$ cat src/sv/fsst_pkg.sv
// shared widths and codes for the fibonacci search table unit
package fsst_pkg;

    localparam int TABLE_DEPTH = 16;  // key table entries, fixed by the 4-bit entry index
    localparam int KEY_W   = 32;  // stored and target key
    localparam int IDX_W   = 4;   // entry index on the ports
    localparam int CNT_W   = 5;   // entry count register, probe and base
    localparam int FIB_W   = 6;   // fibonacci terms, up to 21 for a count of 16 (counts saturate to the depth)
    localparam int PROBE_W = 7;   // base + f2 before clamping

    localparam logic REQ_WRITE  = 1'b0;
    localparam logic REQ_SEARCH = 1'b1;

    // register select, paddr[2]
    localparam logic REG_ENTRIES = 1'b0;

endpackage

$ cat src/sv/fsst_key_ram.sv
// key table storage: one write port, one registered read port
module fsst_key_ram #(
    parameter int DEPTH = 16,
    parameter int AW    = $clog2(DEPTH)
) (
    input  logic                       aclk,
    input  logic                       wr_en,
    input  logic [AW-1:0]              wr_addr,
    input  logic [fsst_pkg::KEY_W-1:0] wr_data,
    input  logic                       rd_en,
    input  logic [AW-1:0]              rd_addr,
    output logic [fsst_pkg::KEY_W-1:0] rd_data
);

    logic [fsst_pkg::KEY_W-1:0] mem [DEPTH];

    always_ff @(posedge aclk) begin
        if (wr_en) begin
            mem[wr_addr] <= wr_data;
        end
    end

    always_ff @(posedge aclk) begin
        if (rd_en) begin
            rd_data <= mem[rd_addr];
        end
    end

endmodule

$ cat src/sv/fibonacci_search_sorted_table_unit.sv
// Fibonacci search over a sorted table of signed 32-bit keys
//
// Input beats carry a request: s_tuser selects write or search, s_tdata holds
// the entry index and the key. A write stores the key in the table at the
// accepting edge and gives no result beat. A search runs a Fibonacci search
// over the first entries_in_use entries (APB register at byte address 0,
// saturated to the table depth) and gives one result beat: m_tuser = found,
// m_tdata = matching position, 0 when not found.
// A write is stored at the accepting edge. A search is accepted, grows the
// Fibonacci terms (G steps until the term reaches the count), then probes:
// each probe sends the address to the table memory, then compares with the
// registered read data. A final check (ST_FINAL, then ST_FCMP when the entry
// past the base is read) and a load of the output register follow. A search of 16
// entries takes 6 grow steps and up to 6 probes, fewer on an early hit. The single
// read port of the table sets the probe pace. One item is worked on at a time; s_tready
// is high only between items, also while a result beat waits in the output
// register. A stalled result holds the engine in its last state until the
// output register frees up. Reset clears the count register and all control
// state; table contents are undefined until written.
module fibonacci_search_sorted_table_unit (
    input  logic        aclk,
    input  logic        aresetn,

    input  logic        s_tvalid,
    output logic        s_tready,
    input  logic [39:0] s_tdata,   // [3:0] entry_index, [35:4] key_value, rest zero
    input  logic        s_tuser,   // [0] req_type

    output logic        m_tvalid,
    input  logic        m_tready,
    output logic [7:0]  m_tdata,   // [3:0] position, rest zero
    output logic        m_tuser,   // [0] found

    input  logic        psel,
    input  logic        penable,
    input  logic        pwrite,
    input  logic [2:0]  paddr,
    input  logic [31:0] pwdata,
    output logic [31:0] prdata,
    output logic        pready
);

    localparam int TABLE_DEPTH = fsst_pkg::TABLE_DEPTH;
    localparam int AW    = $clog2(TABLE_DEPTH);
    localparam int KEY_W = fsst_pkg::KEY_W;
    localparam int IDX_W = fsst_pkg::IDX_W;
    localparam int CNT_W = fsst_pkg::CNT_W;
    localparam int FIB_W = fsst_pkg::FIB_W;
    localparam int PW    = fsst_pkg::PROBE_W;

    typedef enum logic [2:0] {
        ST_IDLE, ST_GROW, ST_PROBE, ST_CMP, ST_FINAL, ST_FCMP, ST_DONE
    } state_t;

    state_t             state_reg, state_next;
    logic [CNT_W-1:0]   cfg_entries_reg;
    logic [KEY_W-1:0]   target_reg, target_next;
    logic [CNT_W-1:0]   n_reg, n_next;
    logic [FIB_W-1:0]   f_reg, f_next, f1_reg, f1_next, f2_reg, f2_next;
    logic [CNT_W-1:0]   base1_reg, base1_next;  // offset + 1
    logic [CNT_W-1:0]   probe_reg, probe_next;
    logic               res_found_reg, res_found_next;
    logic [IDX_W-1:0]   res_pos_reg, res_pos_next;
    logic               m_tvalid_reg, m_tvalid_next;
    logic               m_found_reg, m_found_next;
    logic [IDX_W-1:0]   m_pos_reg, m_pos_next;

    logic [IDX_W-1:0]   s_entry_index;
    logic [KEY_W-1:0]   s_key_value;
    logic               in_beat;
    logic [CNT_W-1:0]   n_sat;
    logic [PW-1:0]      probe_sum, probe_raw, probe_last, probe_c;
    logic [FIB_W-1:0]   f_after;
    logic               key_eq, key_lt;

    logic               ram_we, ram_re;
    logic [AW-1:0]      ram_waddr, ram_raddr;
    logic [KEY_W-1:0]   ram_rdata;

    assign s_entry_index = s_tdata[IDX_W-1:0];
    assign s_key_value   = s_tdata[IDX_W +: KEY_W];
    assign s_tready      = (state_reg == ST_IDLE);
    assign in_beat       = s_tvalid && s_tready;

    assign ram_we    = in_beat && (s_tuser == fsst_pkg::REQ_WRITE)
                       && (int'(s_entry_index) < TABLE_DEPTH);
    assign ram_waddr = AW'(s_entry_index);

    fsst_key_ram #(
        .DEPTH (TABLE_DEPTH),
        .AW    (AW)
    ) u_key_ram (
        .aclk    (aclk),
        .wr_en   (ram_we),
        .wr_addr (ram_waddr),
        .wr_data (s_key_value),
        .rd_en   (ram_re),
        .rd_addr (ram_raddr),
        .rd_data (ram_rdata)
    );

    // config register
    assign pready = 1'b1;
    assign prdata = (paddr[2] == fsst_pkg::REG_ENTRIES) ? 32'(cfg_entries_reg) : '0;

    always_ff @(posedge aclk) begin
        if (!aresetn) begin
            cfg_entries_reg <= '0;
        end else if (psel && penable && pwrite && pready
                     && paddr[2] == fsst_pkg::REG_ENTRIES) begin
            cfg_entries_reg <= pwdata[CNT_W-1:0];
        end
    end

    assign n_sat = (int'(cfg_entries_reg) > TABLE_DEPTH) ? CNT_W'(TABLE_DEPTH)
                                                          : cfg_entries_reg;

    // probe = min(max(offset + f2, 0), n - 1)
    assign probe_sum  = PW'(base1_reg) + PW'(f2_reg);
    assign probe_raw  = (probe_sum == '0) ? '0 : probe_sum - PW'(1);
    assign probe_last = PW'(n_reg) - PW'(1);
    assign probe_c    = (probe_raw > probe_last) ? probe_last : probe_raw;

    assign key_eq = (ram_rdata == target_reg);
    assign key_lt = ($signed(ram_rdata) < $signed(target_reg));

    always_comb begin
        state_next     = state_reg;
        target_next    = target_reg;
        n_next         = n_reg;
        f_next         = f_reg;
        f1_next        = f1_reg;
        f2_next        = f2_reg;
        base1_next     = base1_reg;
        probe_next     = probe_reg;
        res_found_next = res_found_reg;
        res_pos_next   = res_pos_reg;
        m_tvalid_next  = m_tvalid_reg;
        m_found_next   = m_found_reg;
        m_pos_next     = m_pos_reg;
        ram_re         = 1'b0;
        ram_raddr      = '0;
        f_after        = f_reg;

        if (m_tvalid_reg && m_tready) begin
            m_tvalid_next = 1'b0;
        end

        unique case (state_reg)
            ST_IDLE: begin
                if (in_beat && s_tuser == fsst_pkg::REQ_SEARCH) begin
                    target_next = s_key_value;
                    n_next      = n_sat;
                    f2_next     = FIB_W'(0);
                    f1_next     = FIB_W'(1);
                    f_next      = FIB_W'(1);
                    base1_next  = '0;
                    if (n_sat == '0) begin
                        res_found_next = 1'b0;
                        res_pos_next   = '0;
                        state_next     = ST_DONE;
                    end else begin
                        state_next = ST_GROW;
                    end
                end
            end
            ST_GROW: begin
                if (f_reg < FIB_W'(n_reg)) begin
                    f2_next = f1_reg;
                    f1_next = f_reg;
                    f_next  = f_reg + f1_reg;
                end else if (f_reg > FIB_W'(1)) begin
                    state_next = ST_PROBE;
                end else begin
                    state_next = ST_FINAL;
                end
            end
            ST_PROBE: begin
                ram_re     = 1'b1;
                ram_raddr  = AW'(probe_c);
                probe_next = CNT_W'(probe_c);
                state_next = ST_CMP;
            end
            ST_CMP: begin
                if (key_eq) begin
                    res_found_next = 1'b1;
                    res_pos_next   = IDX_W'(probe_reg);
                    state_next     = ST_DONE;
                end else begin
                    if (key_lt) begin
                        // keep the upper part
                        f_after    = f1_reg;
                        f1_next    = f2_reg;
                        f2_next    = f1_reg - f2_reg;
                        base1_next = probe_reg + CNT_W'(1);
                    end else begin
                        f_after = f2_reg;
                        f1_next = f1_reg - f2_reg;
                        f2_next = f2_reg - (f1_reg - f2_reg);
                    end
                    f_next     = f_after;
                    state_next = (f_after > FIB_W'(1)) ? ST_PROBE : ST_FINAL;
                end
            end
            ST_FINAL: begin
                if (f1_reg != '0 && base1_reg < n_reg) begin
                    ram_re     = 1'b1;
                    ram_raddr  = AW'(base1_reg);
                    state_next = ST_FCMP;
                end else begin
                    res_found_next = 1'b0;
                    res_pos_next   = '0;
                    state_next     = ST_DONE;
                end
            end
            ST_FCMP: begin
                res_found_next = key_eq;
                res_pos_next   = key_eq ? IDX_W'(base1_reg) : '0;
                state_next     = ST_DONE;
            end
            ST_DONE: begin
                if (!m_tvalid_reg || m_tready) begin
                    m_tvalid_next = 1'b1;
                    m_found_next  = res_found_reg;
                    m_pos_next    = res_pos_reg;
                    state_next    = ST_IDLE;
                end
            end
            default: begin
                state_next = ST_IDLE;
            end
        endcase
    end

    always_ff @(posedge aclk) begin
        if (!aresetn) begin
            state_reg    <= ST_IDLE;
            m_tvalid_reg <= 1'b0;
        end else begin
            state_reg    <= state_next;
            m_tvalid_reg <= m_tvalid_next;
        end
        target_reg    <= target_next;
        n_reg         <= n_next;
        f_reg         <= f_next;
        f1_reg        <= f1_next;
        f2_reg        <= f2_next;
        base1_reg     <= base1_next;
        probe_reg     <= probe_next;
        res_found_reg <= res_found_next;
        res_pos_reg   <= res_pos_next;
        m_found_reg   <= m_found_next;
        m_pos_reg     <= m_pos_next;
    end

    assign m_tvalid = m_tvalid_reg;
    assign m_tuser  = m_found_reg;
    assign m_tdata  = {{(8 - IDX_W){1'b0}}, m_pos_reg};

    // a miss reports position zero
    a_miss_pos_zero: assert property (@(posedge aclk) disable iff (!aresetn)
        m_tvalid_reg && !m_found_reg |-> m_pos_reg == '0)
        else $error("miss with nonzero position");

    // probes stay inside the searched range
    a_probe_in_range: assert property (@(posedge aclk) disable iff (!aresetn)
        state_reg == ST_CMP |-> probe_reg < n_reg)
        else $error("probe beyond entry count");

    a_final_in_range: assert property (@(posedge aclk) disable iff (!aresetn)
        state_reg == ST_FCMP |-> base1_reg < n_reg)
        else $error("final check beyond entry count");

    // terms stay a fibonacci triple while probing
    a_fib_triple: assert property (@(posedge aclk) disable iff (!aresetn)
        state_reg == ST_PROBE || state_reg == ST_CMP |-> f_reg == f1_reg + f2_reg)
        else $error("fibonacci terms out of step");

    // an accepted search always leaves idle
    a_search_busy: assert property (@(posedge aclk) disable iff (!aresetn)
        in_beat && s_tuser == fsst_pkg::REQ_SEARCH |=> state_reg != ST_IDLE)
        else $error("search dropped");

endmodule

$ cat config.mk
export PLATFORM = sky130hd
export DESIGN_NAME = fibonacci_search_sorted_table_unit
export DESIGN_NICKNAME = d
export VERILOG_FILES = /design/src/sv/fsst_pkg.sv /design/src/sv/fsst_key_ram.sv /design/src/sv/fibonacci_search_sorted_table_unit.sv
export SDC_FILE = /design/constraint.sdc
export NUM_CORES = 1
export LEC_CHECK = 0
export BUFFER_PORTS_ARGS = -buffer_cell sky130_fd_sc_hd__buf_2
export CAP_MARGIN = 10
export CORE_MARGIN = 4
export CORE_UTILIZATION = 55
export DETAILED_ROUTE_END_ITERATION = 7
export GPL_TIMING_DRIVEN = 0
export PLACE_DENSITY = 0.75
export SLEW_MARGIN = 10
export SYNTH_ARGS = -nofsm -noshare
export SYNTH_HDL_FRONTEND = slang
export SYNTH_HIERARCHICAL = 1
export SYNTH_SLANG_ARGS = --single-unit
export TNS_END_PERCENT = 5
$ cat constraint.sdc
create_clock -name aclk -period 5.2 [get_ports aclk]
set_clock_uncertainty 0.05 [all_clocks]
set_input_delay 0.78 -clock aclk [delete_from_list [all_inputs] [get_ports aclk]]
set_output_delay 0.78 -clock aclk [all_outputs]
set_load 0.02 [all_outputs]
==> flow_results.org, run 1 <==
** Run status
- Result of the run :: complete, but fails checks
- The final reports fail on negative setup slack.

** Routing
- The detail route stage leaves a number of antenna-violating nets equal to 0.
- # DRC :: 0
- Routed WL per cell :: 26.2 µm
- The first detailed-routing pass ran for 5 iterations.
- DRT Wirelength :: 60,400 µm
- DR iter-0 viols :: ~1,700
- In the routed layout, each cell is associated on average with a via count of about 6.2.
- Via total after detailed routing :: 14,300

** Floorplanning
- Starting Density :: ~56%
- Floorplan die width :: 226 µm
- The die is around 230 µm tall.
- The initialized floorplan defines 79 standard-cell rows.
- Die ar. :: slightly above 50,000 µm²
- Boundary Pins :: around 130
- The core region is around 47,000 µm².

** Worst setup path
- In this design, the stage delay of the slowest critical-path cell is between 0.5 and 0.6 ns.
- The worst setup path is launched from a flip-flop.
- Critical Path RT :: between 5 and 6 ns
- Endpoint kind of the worst setup timing path :: flip-flop
- R2r startpoint :: base1_reg[0]
- Critical Path Fanout Max :: 7
- For the worst setup path, the data arrival time is ~5.7 ns.
- In this run the worst setup path begins at base1_reg[0].
- The number of buffers and inverters on the critical path is 4.
- Among cell families on the critical path, the largest total delay comes from simple AND/OR/NAND/NOR gates.
- Library cell contributing the largest single delay on the critical path :: sky130_fd_sc_hd__mux4_2
- Worst reg2reg setup slack :: -0.17 ns
- Classification of the worst setup path :: reg -> reg

** Global routing
- GRT Total Usage :: approximately a quarter
- The via count of the first global-routing pass came to between 10,000 and 15,000.
- GR Overflow Total :: 0
- Largest net degree at the start of global routing :: 33
- First-pass GRT wire length :: approximately 90,000 µm
- The initial antenna violation count was 6.

** Timing
- After layout, the worst path uses 103% of the clock period.
- Tmin final :: around 5.4 ns
- The final number of hold-violating endpoints is 0.
- RSZ-0062 raised after global routing :: true
- Remaining max-slew budget at the tightest pin :: about a third
- Number of failing setup endpoints in the final timing report :: 32
- Upper clock frequency limit :: 186 MHz
- Post-route worst hold slack :: between 0.3 and 0.4 ns
- Max-slew violations :: 0
- Final setup margin :: -0.174 ns
- At the pin with the least slew margin, the transition time is around 0.99 ns.

** Synth
- Most frequently used flop master after synthesis :: sky130_fd_sc_hd__edfxtp_1
- In this run, synthesis produced a sequential element count of approximately 630.
- The Yosys step of the flow raised 6 warnings.
- Part of the Yosys area used for sequential elements :: between 70% and 80%
- Post-synth EDFFs :: roughly 620
- The share of synthesized area in the top cell type comes to 71.0%.
- For this run, asynchronously set or reset flops after synthesis account for 0%.
- Mapped Area :: about 26,000 µm²
- Number of library cell types mapped by synthesis :: 62
- Ranked by total cell area, the synthesized netlist is headed by sky130_fd_sc_hd__edfxtp_1, sky130_fd_sc_hd__mux4_2, sky130_fd_sc_hd__ha_1.
- The synthesized design spends more area on one cell type than any other, namely sky130_fd_sc_hd__edfxtp_1.
- Number of cells produced by synthesis :: around 1,400
- After synthesis, the mean cell area works out to 18.2 µm².

** Clock tree
- Skew-Pair Late Insertion Delay :: approximately 0.64 ns
- Counting the buffers created by CTS gives 61.
- Clock sink count :: approximately 630
- TritonCTS built the clock tree.
- The number of hold buffers added after CTS was 0.
- Clock edge transition at the registers on the reported setup and hold paths :: 0.06 ns
- In this run the number of H-tree levels came out at 2.
- The tree is rooted in a sky130_fd_sc_hd__clkbuf_16.
- Max clock buf depth :: 3

** Final layout
- Number of flip-flops under the largest register name :: 512
- Leaving out filler cells and counting taps, the final layout contains roughly 2,300.
- At the end of the flow, the number of nets in the layout was between 1,500 and 2,000.
- The area growth from synthesis to layout is 17.2%.
- Fraction of layout instances using a drive strength above 1 :: 28.9%
- The filler cells instantiated in the layout total ~3,000.
- Area of the multi-input gates :: between 7000 and 8000 µm²
- The finished cells cover 30,700 µm².
- Storage element area :: between 15,000 and 20,000 µm²

** Place
- After legalization and detailed placement, the total HPWL measured roughly 37,000 µm.
- In this run the tool buffered the top-level ports with roughly 60 buffer cells.
- Summing all placed instances gives a cell area of around 28,000 µm².
- The number of placed instances, taps included, is between 2,000 and 2,500.
- Before CTS, the worst setup slack after placement is -1.10 ns.
- The congestion estimate from routability-driven global placement came to around 0.86.

** Min path
- The worst hold path begins at res_pos_reg[0].
- Type of the most critical hold path :: reg -> reg

** Power and ir drop
- For this design the static power due to leakage is 10.5 nW.
- Largest vdd supply drop :: between 0.3 and 0.4 mV
- Overall power after layout :: between 15 and 20 mW
- Dividing total power by cell area gives a power density of 541 nW/µm².

** Run
- Maximum Capacitance Violations :: 0
worst reg2reg max path: cells and delay by family (launching register included):
kind / cells / cell delay [ns]
xor+xnor: 1 / 0.10
compound gates: 7 / 1.23
simple gates: 9 / 1.28
buf+inv: 4 / 0.73
mux: 1 / 0.53
fa+ha+maj: 3 / 0.77
flops: 1 / 0.44
layout by cell type (no fill, tap or decap), types with 28 or more instances in the layout:
master	count
sky130_fd_sc_hd__a21oi_1	40
sky130_fd_sc_hd__a22oi_2	38
sky130_fd_sc_hd__buf_2	66
sky130_fd_sc_hd__buf_4	65
sky130_fd_sc_hd__clkbuf_16	64
sky130_fd_sc_hd__conb_1	32
sky130_fd_sc_hd__edfxtp_1	619
sky130_fd_sc_hd__ha_1	70
sky130_fd_sc_hd__inv_1	57
sky130_fd_sc_hd__mux4_2	128
sky130_fd_sc_hd__nand2_1	61
sky130_fd_sc_hd__nor2_1	40
sky130_fd_sc_hd__o21ai_0	28
final timing paths:
path,end,cells after the start
min reg2reg,m_pos_reg[0],0
min,m_pos_reg[0],0
max reg2reg,u_key_ram/rd_data[29],25
max,u_key_ram/rd_data[29],25
metal layers:
metal | vias up | share of wire (%) | track usage (%)
li1 | 6111 | - | -
met1 | 7282 | 39 | 32.2
met2 | 741 | 49 | 38.9
met3 | 139 | 9.3 | 5.12
met4 | 6 | 3.0 | 7.58
met5 | - | 0.063 | 0
cells in the mapped netlist (2+ instances only):
cell type	instances
sky130_fd_sc_hd__xor2_1	9
sky130_fd_sc_hd__a31oi_1	2
sky130_fd_sc_hd__nand2b_1	12
sky130_fd_sc_hd__mux4_2	128
sky130_fd_sc_hd__o221ai_1	3
sky130_fd_sc_hd__a21oi_1	42
sky130_fd_sc_hd__o21ai_0	28
sky130_fd_sc_hd__a21o_1	11
sky130_fd_sc_hd__nor2b_1	24
sky130_fd_sc_hd__o31ai_1	2
sky130_fd_sc_hd__a22oi_1	65
sky130_fd_sc_hd__clkbuf_1	28
sky130_fd_sc_hd__o21a_1	9
sky130_fd_sc_hd__buf_4	41
sky130_fd_sc_hd__o21bai_1	3
sky130_fd_sc_hd__nand3_1	10
sky130_fd_sc_hd__and2_1	3
sky130_fd_sc_hd__buf_2	9
sky130_fd_sc_hd__or4_1	4
sky130_fd_sc_hd__mux2i_1	22
sky130_fd_sc_hd__fa_1	4
sky130_fd_sc_hd__nand3b_1	2
sky130_fd_sc_hd__nor3b_1	2
sky130_fd_sc_hd__xnor2_1	19
sky130_fd_sc_hd__a211oi_1	2
sky130_fd_sc_hd__a22o_1	4
sky130_fd_sc_hd__mux2_2	3
sky130_fd_sc_hd__inv_1	57
sky130_fd_sc_hd__nor3_1	15
sky130_fd_sc_hd__conb_1	2
sky130_fd_sc_hd__a221oi_1	3
sky130_fd_sc_hd__nand4_1	8
sky130_fd_sc_hd__ha_1	71
sky130_fd_sc_hd__and3_1	3
sky130_fd_sc_hd__nor2_1	56
sky130_fd_sc_hd__buf_1	12
sky130_fd_sc_hd__nand2_1	61
sky130_fd_sc_hd__a21oi_2	2
sky130_fd_sc_hd__edfxtp_1	619
sky130_fd_sc_hd__or2_2	3
sky130_fd_sc_hd__o311ai_0	2
sky130_fd_sc_hd__and4_1	2
sky130_fd_sc_hd__o211ai_1	2
sky130_fd_sc_hd__dfxtp_1	9
cell type report:
class / count / share of cell area (%)
sequential: 628 / 61.2
multi-input combinational: 690 / 23.3
clock buffer: 74 / 5.20
timing repair buffer: 114 / 3.33
buffer: 91 / 2.58
tap: 607 / 2.48
clock inverter: 42 / 1.18
inverter: 57 / 0.697
antenna: 4 / 0.0326
cells by family (layout without fill, tap and decap cells):
| logic type | after synthesis | in the layout | share of synthesized area (%) |
|---|---|---|---|
| buf+inv | 148 | 378 | 2.78 |
| flops | 628 | 628 | 71.7 |
| xor+xnor | 28 | 28 | 0.937 |
| compound gates | 190 | 190 | 4.89 |
| mux | 153 | 153 | 12.0 |
| fa+ha+maj | 75 | 75 | 3.70 |
| other cells | 2 | 36 | 0.0287 |
| simple gates | 212 | 212 | 3.98 |
stage by stage:
step	util [%]	TNS, ns
floorplan	-	0
CTS	65.0	-0.441
detailed placement	59.8	-33.31
global route	65.6	-10.71
global placement	58.5	-220.03
finish	65.6	-3.71
power breakdown:
group | internal (mW) | total (mW) | leakage [nW] | switching (mW)
logic | 2.76 | 6.04 | 3.84 | 3.28
registers | 6.09 | 6.27 | 5.68 | 0.173
clock network | 2.40 | 4.28 | 0.957 | 1.88
total | 11.3 | 16.6 | 10.5 | 5.33
timing repair:
item	CTS	global route
gates cloned	2	2
endpoints found under the setup margin	32	32
pin swaps	9	21
buffers inserted	14	4
gates resized for setup	119	40
(Power assumes the default switching activity.)
==> run 2, diff against run 1 <==
clock period = 4.35 ns   (was 5.2 ns; I/O delays follow)
==> run 2 against run 1 <==
Compared with the run above:
- the run still ends with negative setup slack left
- non-clock buffer count grew 12
- setup slack lost 0.74 ns
- highest routed layer unchanged
- clock-buffer cell count shrank 3
==> flow_results.org, run 2 (same netlist as run 1, synthesis figures left out) <==
** Timing
- The final number of hold-violating endpoints came to 0 (unchanged).
- Post-route worst hold slack :: 0.244 ns (was 0.348 ns)
- The remaining max-slew budget at the tightest pin is 27.8% (was 34.0%).
- Upper clock frequency limit :: 190 MHz (was 186 MHz)
- The sum of negative setup slack was -27.44 ns (was -3.71 ns).
- Max-slew violations :: 0 (unchanged)
- The transition at the pin with the smallest max-transition slack is 1.08 ns (was 0.989 ns).
- RSZ-0062 raised after global routing: true (unchanged).
- The setup violation total in the final timing report was 32 (unchanged).
- The final critical path time including I/O delays and setup came to 5.26 ns (was 5.37 ns).
- Post-route fraction of the period consumed by the critical path :: 121% (was 103%)
- The worst setup slack after layout was -0.912 ns (was -0.174 ns).

** Clock tree
- Number of H-tree levels :: 2 (unchanged)
- Clock sink count :: 628 (unchanged)
- Max clock buf depth :: 3 (unchanged)
- Inserted Clock Buffers :: 59 (was 61)
- The clock tree root buffer cell is sky130_fd_sc_hd__clkbuf_16 (unchanged).
- Clock tree from TritonCTS :: done (unchanged)
- Clock edge transition at the registers on the reported setup and hold paths :: 0.07 ns (was 0.06 ns)
- Total of hold buffers inserted after clock tree synthesis :: 0 (unchanged)
- Skew-Pair Late Insertion Delay :: 0.62 ns (was 0.64 ns)

** Power and ir drop
- Leakage power :: 10.6 nW (was 10.5 nW)
- The peak supply drop is 0.408 mV (was 0.370 mV).
- The total power per unit cell area is 653 nW/µm² (was 541 nW/µm²).
- Overall power after layout :: 20.2 mW (was 16.6 mW)

** Place
- Post-DP HPWL :: 37,400 µm (was 37,000 µm)
- The count of input and output buffers is 61 (unchanged).
- Placer Congestion :: 0.872 (was 0.863)
- The cell total after placement is 2,164 (was 2,165).
- Placement-stage worst setup slack :: -1.63 ns (was -1.10 ns)
- Area post-placement :: 28,100 µm² (was 27,900 µm²)

** Floorplanning
- The area of the die is 51,100 µm² (unchanged).
- Floorplan die width :: 226 µm (unchanged)
- Std-Cell Core Area :: 46,800 µm² (unchanged)
- Starting Density :: 56.0% (unchanged)
- Floorplan row count :: 79 (unchanged)
- Die outline height :: 226 µm (unchanged)
- Boundary Pins :: 127 (unchanged)

** Final layout
- Final standard cell utilization of the core :: 66.1% (was 65.6%)
- Layout-stage area growth over the synthesis result :: 18.1% (was 17.2%)
- The net count of the finished layout is 1,811 (was 1,801).
- Commonest cells after routing, fill and taps aside: sky130_fd_sc_hd__edfxtp_1, sky130_fd_sc_hd__mux4_2, sky130_fd_sc_hd__ha_1, sky130_fd_sc_hd__buf_2 (was sky130_fd_sc_hd__edfxtp_1, sky130_fd_sc_hd__mux4_2, sky130_fd_sc_hd__ha_1, sky130_fd_sc_hd__buf_2, sky130_fd_sc_hd__buf_4).
- Number of flip-flops under the largest register name :: 512 (unchanged)
- Commonest non-fill, non-tap cell in the layout :: sky130_fd_sc_hd__edfxtp_1 (unchanged)
- The count of non-filler cells in the finished layout was 2,308 (was 2,307).
- Fraction of layout instances using a drive strength above 1 :: 29.3% (was 28.9%)
- Post-Layout Inst Area :: 30,900 µm² (was 30,700 µm²)

** Min path
- Type of the most critical hold path :: in -> reg (was reg -> reg)

** Routing
- The iteration count of the initial detailed-routing pass was 7 (was 5).
- Number of nets still failing antenna checks after routing :: 0 (unchanged)
- The aggregate routed wire length is 61,300 µm (was 60,400 µm).
- Via/cell ratio :: 6.21 (was 6.19)
- The count of vias placed by the detailed router is 14,300 (about the same).
- DR iter-0 viols :: 1,698 (was 1,706)
- Routed WL per cell :: 26.5 µm (was 26.2 µm)
- The final routed DRC violation total is 0 (unchanged).

** Worst setup path
- Critical Path RT :: 4.67 ns (was 5.50 ns)
- The type of the worst setup path is reg -> reg (unchanged).
- Critical Path Fanout Max :: 8 (was 7)
- Library cell contributing the largest single delay on the critical path :: sky130_fd_sc_hd__mux4_2 (unchanged)
- Traced cell by cell, the critical path runs through ha_2 > fa_2 > a21oi_2 > nor2_1 > nor2_2 > xnor2_1 > nand2b_4 > nor4b_4 > nor2_1 > ha_1 > nor2b_1 > o21a_1 > o21a_1 > o21bai_1 > a21oi_2 > nor2_2 > nand2b_1 > o221ai_4 > buf_6 > buf_12 > buf_16 > mux4_2 > a22oi_2 > nand2_1.
- The delay contributed by the slowest stage of the critical path was 0.56 ns (was 0.52 ns).
- Element type at the critical path start :: flip-flop (unchanged)
- The worst path arrival time was 5.58 ns (was 5.68 ns).
- Endpoint kind of the worst setup timing path :: flip-flop (unchanged)

** Global routing
- First-pass GRT wire length :: 90,800 µm (was 89,400 µm)
- The via count of the first global-routing pass is 14,500 (about the same).
- Initial antenna violation count :: 3 (was 6)
- GRT Total Usage :: 23.9% (was 23.6%)
- The total congestion overflow after global routing is 0 (unchanged).
- The pin count of the biggest net entering global routing is 43 (was 33).

** Run status
- Violations in the final reports :: negative setup slack (unchanged)
- Result of the run: complete, but fails checks (unchanged).

** Run
- Maximum Capacitance Violations :: 0 (unchanged)
-- run 2: cell types whose count changed in the layout (fill, tap and decap cells not counted), moves of 3 or more --
cell                       change
sky130_fd_sc_hd__buf_16        +5
sky130_fd_sc_hd__buf_6        +10
sky130_fd_sc_hd__clkbuf_1      -3
sky130_fd_sc_hd__clkbuf_4      -5
sky130_fd_sc_hd__clkinv_2      -6
-- run 2: metal layers --
| layer | GRT usage [%] | vias to the layer above | part of all wire (%) |
|---|---|---|---|
| met4 | 7.03 | 4 | 2.8 |
| met2 | 39.3 | 718 | 49 |
| met3 | 4.60 | 122 | 8.7 |
| li1 | - | 6135 | - |
| met1 | 33.4 | 7349 | 39 |
| met5 | 0 | - | 0.038 |
-- run 2: where the power goes --
| group | switching, mW | leakage [nW] | internal [mW] |
|---|---|---|---|
| Combinational | 4.03 | 3.96 | 3.57 |
| Clock | 2.19 | 0.932 | 2.92 |
| Sequential | 0.201 | 5.68 | 7.29 |
| Total | 6.42 | 10.6 | 13.8 |
-- run 2: area by class of cell --
| class | count | area (µm²) |
|---|---|---|
| clock inverter | 36 | 353 |
| tap | 607 | 759 |
| timing repair buffer | 126 | 1220 |
| antenna | 2 | 5.00 |
| buffer | 91 | 855 |
| clock buffer | 71 | 1560 |
| fill | 2919 | 15800 |
| sequential | 628 | 18800 |
| multi-input combinational | 690 | 7170 |
| inverter | 57 | 214 |
-- run 2: worst max-delay path: cells and delay by family, from the launching register on --
kind	cells	cell delay (ns)
and+or+nand+nor	9	1.28
AOI/OAI and AO/OA	7	1.21
adders and majority gates	3	0.87
muxes	1	0.56
buffers and inverters	3	0.49
DFF	1	0.44
xor gates and xnor gates	1	0.11
-- run 2: worst paths after layout --
kind	startpoint	slack, ns	to	depth (start not counted)
worst max-delay path	base1_reg[0]	-0.91	u_key_ram/rd_data[10]	24
worst min-delay path	pwdata[3]	0.24	cfg_entries_reg[3]	3
worst max register to register	base1_reg[0]	-0.91	u_key_ram/rd_data[10]	24
worst min register to register	res_found_reg	0.36	m_tuser	0
-- run 2: timing repair --
item,4_1_cts,5_1_grt
cloned,6,4
pin swaps,13,16
setup buffers,18,8
setup endpoints to repair,32,32
gates resized for setup,107,37
